## config.mk

```make
export PLATFORM = sky130hd
export DESIGN_NAME = wildcard_byte_pattern_search_unit
export DESIGN_NICKNAME = d
export VERILOG_FILES = /design/src/wbps_pkg.sv /design/src/wbps_window_match.sv /design/src/wildcard_byte_pattern_search_unit.sv
export SDC_FILE = /design/constraint.sdc
export NUM_CORES = 1
export LEC_CHECK = 0
export BUFFER_PORTS_ARGS = -buffer_cell sky130_fd_sc_hd__buf_2
export CORE_MARGIN = 2
export CORE_UTILIZATION = 45
export DETAILED_ROUTE_END_ITERATION = 10
export PLACE_DENSITY_LB_ADDON = 0.12
export SETUP_SLACK_MARGIN = 0.15
export SLEW_MARGIN = 20
export SYNTH_ARGS = -nofsm -noshare
export SYNTH_HDL_FRONTEND = slang
export SYNTH_HIERARCHICAL = 1
export SYNTH_SLANG_ARGS = --single-unit
```

## constraint.sdc

```tcl
create_clock -name clock -period 11.6 [get_ports clock]
set_input_delay 2.32 -clock clock [delete_from_list [all_inputs] [get_ports clock]]
set_output_delay 2.32 -clock clock [all_outputs]
set_load 0.05 [all_outputs]
```

## src/wbps_pkg.sv

```systemverilog
package wbps_pkg;

   localparam int unsigned DATA_W       = 8;
   localparam int unsigned OUT_OFFSET_W = 32;
   localparam int unsigned CSR_DATA_W   = 64;
   localparam int unsigned CSR_INDEX_W  = 2;
   localparam int unsigned LEN_REG_W    = 5;
   localparam int unsigned MASK_W       = 16;
   localparam int unsigned REG_BYTES    = 8;

   localparam logic [CSR_INDEX_W-1:0] CSR_PATTERN_LOW  = 2'd0;
   localparam logic [CSR_INDEX_W-1:0] CSR_PATTERN_HIGH = 2'd1;
   localparam logic [CSR_INDEX_W-1:0] CSR_WILDCARD     = 2'd2;
   localparam logic [CSR_INDEX_W-1:0] CSR_LENGTH       = 2'd3;

   typedef struct packed {
      logic [DATA_W-1:0] data_byte;
      logic              region_end;
   } req_payload_type;

   typedef struct packed {
      logic                    found;
      logic [OUT_OFFSET_W-1:0] match_offset;
      logic                    offset_overflow;
   } rsp_payload_type;

   typedef struct packed {
      logic [CSR_DATA_W-1:0] pattern_low;
      logic [CSR_DATA_W-1:0] pattern_high;
      logic [MASK_W-1:0]     wildcard_mask;
      logic [LEN_REG_W-1:0]  pattern_length;
   } cfg_type;

   // positions beyond the two pattern registers must match a zero byte
   function automatic logic [DATA_W-1:0] pattern_at(input cfg_type cfg, input int pos);
      logic [DATA_W-1:0] b;
      b = '0;
      if (pos < REG_BYTES) begin
         b = cfg.pattern_low[pos*DATA_W +: DATA_W];
      end else if (pos < 2*REG_BYTES) begin
         b = cfg.pattern_high[(pos-REG_BYTES)*DATA_W +: DATA_W];
      end
      return b;
   endfunction

   function automatic logic wild_at(input cfg_type cfg, input int pos);
      logic w;
      w = 1'b0;
      if (pos < MASK_W) begin
         w = cfg.wildcard_mask[pos];
      end
      return w;
   endfunction

endpackage

```

## src/wbps_window_match.sv

```systemverilog
module wbps_window_match #(
   parameter int MAX_PATTERN = 16
) (
   input  wbps_pkg::cfg_type                                  cfg,
   input  logic [((MAX_PATTERN > 1) ? $clog2(MAX_PATTERN+1) : 1)-1:0] len,
   // entry 0 is the byte in flight, entry k the byte k positions older
   input  logic [MAX_PATTERN-1:0][wbps_pkg::DATA_W-1:0]      window,
   output logic                                               match
);

   localparam int IDX_W = (MAX_PATTERN > 1) ? $clog2(MAX_PATTERN) : 1;

   logic [MAX_PATTERN-1:0] pos_ok;

   always_comb begin
      logic [IDX_W-1:0] sel;
      for (int i = 0; i < MAX_PATTERN; i++) begin
         sel = IDX_W'(int'(len) - 1 - i);
         if (i >= int'(len)) begin
            pos_ok[i] = 1'b1;
         end else if (wbps_pkg::wild_at(cfg, i)) begin
            pos_ok[i] = 1'b1;
         end else begin
            pos_ok[i] = (window[sel] == wbps_pkg::pattern_at(cfg, i));
         end
      end
   end

   assign match = &pos_ok;

endmodule

```

## src/wildcard_byte_pattern_search_unit.sv

```systemverilog
// Wildcard byte signature scanner.
// Request channel (req_valid/req_stall/req_payload) carries one byte of the
// scanned region per transaction, with region_end on the last byte. The
// response channel (rsp_valid/rsp_stall/rsp_payload) carries at most one
// transaction per region: found with the start offset of the first match, or
// not-found on the region's last byte. Bytes after a match are dropped until
// region_end, which then clears the region state.
// The csr_ port writes pattern bytes, wildcard mask and pattern length; write
// it only while the block is idle.
// A byte in the input register is compared combinationally against the byte
// window, and its response, if any, is written to the response register.
// Throughput: one byte per cycle unless a stalled response holds the input.
// Reset clears the region state and loads the register reset values; no
// clearing sweep is needed. When rsp_stall holds a pending response, the input
// register still takes one more byte, then req_stall rises until it drains.
module wildcard_byte_pattern_search_unit #(
   parameter int MAX_PATTERN = 16,
   parameter int OFFSET_BITS = 32
) (
   input  logic                                     clock,
   input  logic                                     reset,
   input  logic                                     req_valid,
   output logic                                     req_stall,
   input  wbps_pkg::req_payload_type                req_payload,
   output logic                                     rsp_valid,
   input  logic                                     rsp_stall,
   output wbps_pkg::rsp_payload_type                rsp_payload,
   input  logic                                     csr_write_en,
   input  logic [wbps_pkg::CSR_INDEX_W-1:0]         csr_index,
   input  logic [wbps_pkg::CSR_DATA_W-1:0]          csr_wdata
);

   localparam int LEN_W = (MAX_PATTERN > 1) ? $clog2(MAX_PATTERN+1) : 1;
   localparam int WIN_D = (MAX_PATTERN > 1) ? MAX_PATTERN - 1 : 1;

   wbps_pkg::cfg_type cfg_ff, cfg_in;

   logic                      s1_valid_ff, s1_valid_in;
   wbps_pkg::req_payload_type s1_data_ff, s1_data_in;

   logic                      rsp_valid_ff, rsp_valid_in;
   wbps_pkg::rsp_payload_type rsp_data_ff, rsp_data_in;

   logic [WIN_D-1:0][wbps_pkg::DATA_W-1:0] win_ff, win_in;
   logic [OFFSET_BITS-1:0]                 count_ff, count_in;
   logic                                   reported_ff, reported_in;

   logic [LEN_W-1:0]                              len_eff;
   logic [LEN_W-1:0]                              len_m1;
   logic [MAX_PATTERN-1:0][wbps_pkg::DATA_W-1:0]  window;
   logic                                          window_match;
   logic                                          advance;
   logic                                          s1_fire;
   logic                                          enough;
   logic                                          hit;
   logic [OFFSET_BITS-1:0]                        start;
   logic                                          ovf;

   // configuration registers
   always_comb begin
      cfg_in = cfg_ff;
      if (csr_write_en) begin
         unique case (csr_index)
            wbps_pkg::CSR_PATTERN_LOW:  cfg_in.pattern_low    = csr_wdata;
            wbps_pkg::CSR_PATTERN_HIGH: cfg_in.pattern_high   = csr_wdata;
            wbps_pkg::CSR_WILDCARD:     cfg_in.wildcard_mask  = csr_wdata[wbps_pkg::MASK_W-1:0];
            wbps_pkg::CSR_LENGTH:       cfg_in.pattern_length = csr_wdata[wbps_pkg::LEN_REG_W-1:0];
            default:                    cfg_in = cfg_ff;
         endcase
      end
   end

   always_comb begin
      if (cfg_ff.pattern_length == '0) begin
         len_eff = LEN_W'(1);
      end else if (8'(cfg_ff.pattern_length) > 8'(MAX_PATTERN)) begin
         len_eff = LEN_W'(MAX_PATTERN);
      end else begin
         len_eff = LEN_W'(cfg_ff.pattern_length);
      end
   end

   assign len_m1 = len_eff - LEN_W'(1);

   // handshake
   assign advance   = !rsp_valid_ff || !rsp_stall;
   assign s1_fire   = s1_valid_ff && advance;
   assign req_stall = s1_valid_ff && !advance;

   always_comb begin
      s1_valid_in = s1_valid_ff;
      s1_data_in  = s1_data_ff;
      if (req_valid && !req_stall) begin
         s1_valid_in = 1'b1;
         s1_data_in  = req_payload;
      end else if (advance) begin
         s1_valid_in = 1'b0;
      end
   end

   // window as seen by the byte in the input register
   always_comb begin
      window[0] = s1_data_ff.data_byte;
      for (int k = 1; k < MAX_PATTERN; k++) begin
         window[k] = win_ff[k-1];
      end
   end

   wbps_window_match #(
      .MAX_PATTERN (MAX_PATTERN)
   ) u_match (
      .cfg    (cfg_ff),
      .len    (len_eff),
      .window (window),
      .match  (window_match)
   );

   assign enough = (count_ff >= OFFSET_BITS'(len_m1));
   assign hit    = !reported_ff && enough && window_match;
   assign start  = count_ff - OFFSET_BITS'(len_m1);
   assign ovf    = (count_ff == '1) ||
                   ((OFFSET_BITS > wbps_pkg::OUT_OFFSET_W) &&
                    (|(start >> wbps_pkg::OUT_OFFSET_W)));

   // region state
   always_comb begin
      win_in      = win_ff;
      count_in    = count_ff;
      reported_in = reported_ff;
      if (s1_fire) begin
         if (!reported_ff) begin
            for (int k = WIN_D - 1; k > 0; k--) begin
               win_in[k] = win_ff[k-1];
            end
            win_in[0] = s1_data_ff.data_byte;
            if (count_ff != '1) begin
               count_in = count_ff + OFFSET_BITS'(1);
            end
            if (hit) begin
               reported_in = 1'b1;
            end
         end
         if (s1_data_ff.region_end) begin
            count_in    = '0;
            reported_in = 1'b0;
         end
      end
   end

   // response register
   always_comb begin
      rsp_valid_in = rsp_valid_ff;
      rsp_data_in  = rsp_data_ff;
      if (s1_fire && !reported_ff && (hit || s1_data_ff.region_end)) begin
         rsp_valid_in                = 1'b1;
         rsp_data_in.found           = hit;
         rsp_data_in.match_offset    = hit ? wbps_pkg::OUT_OFFSET_W'(start) : '0;
         rsp_data_in.offset_overflow = hit && ovf;
      end else if (!rsp_stall) begin
         rsp_valid_in = 1'b0;
      end
   end

   always_ff @(posedge clock) begin
      if (reset) begin
         cfg_ff.pattern_low    <= '0;
         cfg_ff.pattern_high   <= '0;
         cfg_ff.wildcard_mask  <= '0;
         cfg_ff.pattern_length <= wbps_pkg::LEN_REG_W'(1);
         s1_valid_ff           <= 1'b0;
         rsp_valid_ff          <= 1'b0;
         count_ff              <= '0;
         reported_ff           <= 1'b0;
      end else begin
         cfg_ff       <= cfg_in;
         s1_valid_ff  <= s1_valid_in;
         rsp_valid_ff <= rsp_valid_in;
         count_ff     <= count_in;
         reported_ff  <= reported_in;
      end
   end

   always_ff @(posedge clock) begin
      s1_data_ff  <= s1_data_in;
      rsp_data_ff <= rsp_data_in;
      win_ff      <= win_in;
   end

   assign rsp_valid   = rsp_valid_ff;
   assign rsp_payload = rsp_data_ff;

`ifndef SYNTHESIS
   a_stall_only_when_full: assert property (@(posedge clock) disable iff (reset)
      req_stall |-> s1_valid_ff)
      else $error("req_stall raised with empty input register");

   a_not_found_clean: assert property (@(posedge clock) disable iff (reset)
      rsp_valid && !rsp_payload.found |->
         (rsp_payload.match_offset == '0) && !rsp_payload.offset_overflow)
      else $error("not-found response carries offset or overflow");

   a_region_end_clears: assert property (@(posedge clock) disable iff (reset)
      s1_fire && s1_data_ff.region_end |=> (count_ff == '0) && !reported_ff)
      else $error("region state not cleared after region end");

   a_hit_sets_reported: assert property (@(posedge clock) disable iff (reset)
      s1_fire && hit && !s1_data_ff.region_end |=> reported_ff)
      else $error("match not recorded");

   a_no_rsp_after_match: assert property (@(posedge clock) disable iff (reset)
      s1_fire && reported_ff && !(rsp_valid_ff && rsp_stall) |=> !rsp_valid_ff)
      else $error("response produced after match already reported");
`endif

endmodule

```

* After elaboration in Yosys (flattened, before gate mapping)
Index checks and enable logic that the tools add are counted. Widths: inputs -> output; s select.
Storage, ports and cells: register bits 347, logic and storage cells 255
Operators by class: add/subtract/negate cells 19, $lt $le $gt $ge 34, equal/unequal tests 23, muxes and demuxes 124, bitwise operators 1, reductions and logical operators 26
Operators by type and width (number):
- $bmux 8 s4 | 16
- $mux 8 | 48
- $eq 8x8->1 | 16
- $mux 32 | 3
- $lt 4x5->1 const B | 16
- $mux 1 | 55
- $ge 4x5->1 const A | 8
- $add 32x1->32 const B | 1
- $eq 32x32->1 const B | 1
- $ge 32x5->1 | 1
- $ne 32x32->1 const B | 1
- $sub 32x5->32 | 1
- $sub 4x4->4 const B | 8
- $ge 3x5->1 const A | 4
- $reduce_and 16->1 | 1
- $sub 4x3->4 const B | 4
- $ge 1x5->1 const A | 2
- $ge 2x5->1 const A | 2
- $mux 5 | 2
- $reduce_and 2->1 | 5
- $logic_and 1x1->1 | 8
- $sub 4x1->4 const B | 2
- $sub 4x2->4 const B | 2
- $gt 5x5->1 const B | 1
- 12 further kinds | 19

* Longest topological paths before layout
depth in word-level cells 15, depth in mapped cells 27

* Hierarchy
The synthesis kept the hierarchy.
By module, submodules not included:
- wildcard_byte_pattern_search_unit | instances 1, cells an instance 1214, area an instance 12973.7 um^2, sequential area each 8578.2 um^2
- wbps_window_match | instances 1, cells an instance 837, area an instance 8119.0 um^2, sequential area each 0.0 um^2

* Worst setup path after synthesis
Ideal clock, no wire load.
path type input port to flip-flop, start point input port rsp_stall, end point register rsp_data_ff, in the netlist rsp_payload[0], enable pin, setup time 0.393 ns, data arrival time 9.530 ns, path slack 1.677 ns, cell stages on the path 4, buffers on the path 0, cell sequence a21bo_2 -> nor2_1 -> o2111ai_1 -> nand2_1
Between the ends: longest elaborated chain between the ends 5
Ends and longest elaborated chain:
- from (decl) | line wildcard_byte_pattern_search_unit.sv:26 | input logic rsp_stall,
- $logic_not 1->1
- $logic_or 1x1->1 | line wildcard_byte_pattern_search_unit.sv:86 | assign advance = !rsp_valid_ff || !rsp_stall;
- $logic_and 1x1->1 | line wildcard_byte_pattern_search_unit.sv:87 | assign s1_fire = s1_valid_ff && advance;
- $logic_and 1x1->1 (2 in a row) | line wildcard_byte_pattern_search_unit.sv:154 | if (s1_fire && !reported_ff && (hit || s1_data_ff.region_end)) begin
- to (signal assigned) | line wildcard_byte_pattern_search_unit.sv:185 | rsp_data_ff <= rsp_data_in;
- to (decl) | line wildcard_byte_pattern_search_unit.sv:42 | wbps_pkg::rsp_payload_type rsp_data_ff, rsp_data_in;
No other way between the ends. A chain may end at the register's enable or synchronous reset.

* Worst setup path in the final report
start point register cfg_ff[1] in the netlist's numbering, end point register rsp_data_ff, in the netlist rsp_payload[14], enable pin
Between the ends: longest elaborated chain between the ends 14, elaborated cells between the ends (all ways) 123, classes of those cells 17 x add/sub; 18 x order compare; 16 x eq/ne; 66 x mux; 6 x reduce/logical
Ends and longest elaborated chain:
- from (decl) | line wildcard_byte_pattern_search_unit.sv:36 | wbps_pkg::cfg_type cfg_ff, cfg_in;
- from (signal assigned) | line wildcard_byte_pattern_search_unit.sv:175 | cfg_ff <= cfg_in;
- $gt 5x5->1 | line wildcard_byte_pattern_search_unit.sv:76 | end else if (8'(cfg_ff.pattern_length) > 8'(MAX_PATTERN)) begin
- $mux 5 | line wildcard_byte_pattern_search_unit.sv:76
- $mux 5 (*) | line wildcard_byte_pattern_search_unit.sv:74 | if (cfg_ff.pattern_length == '0) begin
- net len_eff[0] | line wildcard_byte_pattern_search_unit.sv:48 | logic [LEN_W-1:0] len_eff;
- $sub 4x1->4 | line wbps_window_match.sv:18 | sel = IDX_W'(int'(len) - 1 - i);
- $sub 4x2->4 (tied with other cells) | line wbps_window_match.sv:18
- $bmux 8 s4 | line wbps_window_match.sv:24 | pos_ok[i] = (window[sel] == wbps_pkg::pattern_at(cfg, i));
- $mux 8 (not written as such) | line wbps_window_match.sv:24
- $eq 8x8->1 | line wbps_window_match.sv:24
- $mux 1 | line wbps_window_match.sv:21 | end else if (wbps_pkg::wild_at(cfg, i)) begin
- $mux 1 | line wbps_window_match.sv:19 | if (i >= int'(len)) begin
- $reduce_and 16->1 (*) | line wbps_window_match.sv:29 | assign match = &pos_ok;
- net window_match | line wildcard_byte_pattern_search_unit.sv:51 | logic window_match;
- $logic_and 1x1->1 (*) | line wildcard_byte_pattern_search_unit.sv:119 | assign hit = !reported_ff && enough && window_match;
- $logic_or 1x1->1 (*) | line wildcard_byte_pattern_search_unit.sv:154
- $logic_and 1x1->1 (*) | line wildcard_byte_pattern_search_unit.sv:154
Mark *: on every way through the listed nets, which the timed path passes. The rest lies on a longest branch. The select of a mux whose other input is x is not followed.

==> summary.md <==
| Metric | Value |
|---|---|
| Root Driver | clkbuf_16 |
| R2R setup slack | 3160 ps |
| Ant diodes | 0 |
| Die X | 221 um |
| Postcts setup bufs | 0 |
| Max Slew Vio Count | 0 |
| Filler instances | 4280 |
| P_leak | 0.00906 uW |
| Worst R2R Path Depth | 18 |
| Final ANT Viol Nets | 0 |
| Total Wirelength | 65000 um |
| Yosys warns | 6 |
| Commonest non-fill, non-tap cell in the layout | nand2_1 |
| Maximum VDD drop | 0.0983 mV |
| Clock Path Buffers | 3 |
| EDFF count, synth | 163 |
| CORE AREA | 46500 sq um |
| Critical path data arrival time | 8660 ps |
| Fin Setup TNS | 0 ps |
| Die H | 221 um |
| Grt ovf | 0 |
| CP Class | reg2reg |
| Synth unique cells | 83 |
| Post-CTS sizing | 0 |
| HP Start | cfg_ff[37] |
| GP Congestion | 0.913 |
| Sequential share of the synthesized area | 40.7% |
| Ports | 116 |
| DRC errors left | 0 |
| Top cells by area, synth | edfxtp_1 23%, dfxtp_1 17%, mux2i_1 11% |
| Fmax | 0.119 GHz |
| Initial antenna violation count | 1 |
| Port bufs | 115 |
| Syn-to-layout area delta | 10.6% |
| Avg Cell Area, Syn | 10.3 sq um |
| Drt first pass iters | 5 |
| Commonest non-fill, non-tap cells in the layout | 371 x nand2_1, 236 x mux2i_1, 197 x a21oi_1 |
| WL per Instance | 23.8 um |
| Power Density | 147 nW/um^2 |
| Worst Setup Start Kind | flop |
| Worst Clk Skew | 16.8 ps |
| RSZ-0062 raised after global routing | false |
| Cts hold-fix bufs | 0 |
| Initial Util | 45.4% |
| Period utilization | 72.7% |
| DR iter-0 viols | 1496 |
| Min-delay worst type | reg2reg |
| Via Count | 16376 |
| Main synth FF type | dfxtp_1 |
| Min cycle time layout | 8440 ps |
| Worst r2r dst | rsp_payload[14] |
| Worst Hold Path EP | cfg_ff[37] |
| Max Cap Viol | 0 |
| Dominant cell type by area after synthesis | edfxtp_1 |
| Area of the multi-input gates | 11700 sq um |
| Clk Latency, worst-skew pair | 570 ps |
| Layout Nets | 2186 |
| Rel. slew slack | 22.9% |
| Worst EP required | 11830 ps |
| CTS tree | done |
| Hold depth | 2 |
| Status | finished, final reports clean |
| Pin count of the biggest net entering global routing | 92 |
| Reg2reg start | cfg_ff[1] |
| Total power | 3430 uW |
| Syn Inst Count | 2051 |
| Yosys reg bits | 347 |
| Clock transition at path regs | 50 ps |
| Final hold violations | 0 |
| H-tree levels | 2 |
| Vias in the first global route | 15053 |
| Post-Syn Nets | 2143 |
| First-pass GRT wire length | 95900 um |
| Slew @ Worst Pin | 1140 ps |
| DP Wirelength | 47600 um |
| Rows | 79 |
| CP max FO | 61 |
| Total GRT Usage | 26.5% |
| Share of the synthesized area in the top cell type | 23.2% |
| Final setup fails | 0 |
| Cell Area, Synth | 21100 sq um |
| Register area | 8580 sq um |
| Post-synthesis async set-or-reset flop share | 0% |
| Layout cell share with drive strength beyond 1 | 19.8% |
| Sink Count | 347 |
| Die area | 48600 sq um |
| CP endpoint kind | flop |
| TritonCTS buffer count | 41 |
| Routed vias/inst | 5.99 |
-- per-layer routing --
metal / share of wire, % / up-vias / routed length, um / track usage [%]
li1: - / 7602 / - / -
met1: 44 / 8135 / 28500 / 36.5
met2: 46 / 544 / 30200 / 42.1
met3: 6.0 / 95 / 3920 / 4.38
met4: 3.7 / 0 / 2380 / 9.76
met5: 0 / - / 0 / 0
-- power by group --
group	total [uW]	internal, uW	switching [uW]
combinational	747	310	438
sequential	1360	1330	35.8
clock	1320	790	532
total	3430	2430	1010
-- metrics by stage --
stage	area, sq um	hold WS, ps	cells	utilization [%]	worst slack, ps
3_5_place_dp	21900	457	2656	47.2	2900
4_1_cts	23300	468	2731	50.1	2900
3_3_place_gp	21900	455	2656	47.1	3090
2_1_floorplan	21100	436	2051	-	1680
6_report	23300	468	2733	50.2	3160
5_1_grt	23300	486	2733	50.2	2680
-- how the worst max path moves through the flow --
stage,start,to,slack [ps],cells past startpoint
final,cfg_ff[1],rsp_payload[14],3160,18
after global routing,cfg_ff[1],rsp_payload[14],2680,18
after CTS,cfg_ff[1],rsp_payload[20],2900,18
after detailed placement,cfg_ff[1],rsp_payload[20],2900,18
after global placement,cfg_ff[1],rsp_payload[31],3090,18
after floorplan,rsp_stall,rsp_payload[0],1680,4
-- registers in the layout (all words and copies together), names as in the netlist --
signal	count
win_ff	120
rsp_valid	1
reported_ff	1
cfg_ff	149
s1_data_ff	9
s1_valid_ff	1
count_ff	32
rsp_payload	34
-- final cells by class --
type	count	share of cell area, %
Timing Repair Buffer	141	3.40
Clock inverter	15	0.729
Sequential cell	347	36.8
Multi-Input combinational cell	1540	50.3
Inverter	23	0.386
Tap cell	607	3.26
Clock buffer	60	5.15
-- cells in the mapped netlist (all sizes together) (3+ instances only) --
cell type	n
or3	18
o2111ai	3
xor2	92
or2	10
o211ai	9
buf	76
a211oi	3
nor3	27
nor2b	6
nand2	371
o21a	8
inv	23
and3	7
nand4	20
and4	3
and3b	3
o21bai	3
mux2	81
dfxtp	184
nand3	30
or4	28
edfxtp	163
clkbuf	65
nor2	67
a21oi	198
o21ai	66
o31ai	20
mux4	79
a221oi	7
o311ai	4
nor4	32
o41ai	4
xnor2	60
mux2i	237
ha	11
nor3b	3
-- cell families (layout without fill, tap and decap cells) --
kind of cell,count (synthesis),after routing,share of synthesized area (%)
fa+ha+maj,12,12,0.747
compound gates,344,344,9.58
flops,347,347,40.7
buf+inv,164,239,4.10
simple gates,635,635,14.0
mux,397,397,24.0
xor+xnor,152,152,6.86
-- critical path: stages (launching register included) --
cell       delay (ps)
dfxtp_1           330
nor3_1            190
nor2_1             50
or2_2             330
inv_4             340
clkinv_2          430
ha_4              930
buf_4             810
mux2_2            420
o21ai_0           760
mux4_2            410
xor2_1            170
nand4_1           160
o41ai_1           810
nand3_1           230
nor4_2            550
o2111ai_1         230
nand2_1           440
buf_4             420
(Power assumes the default switching activity.)
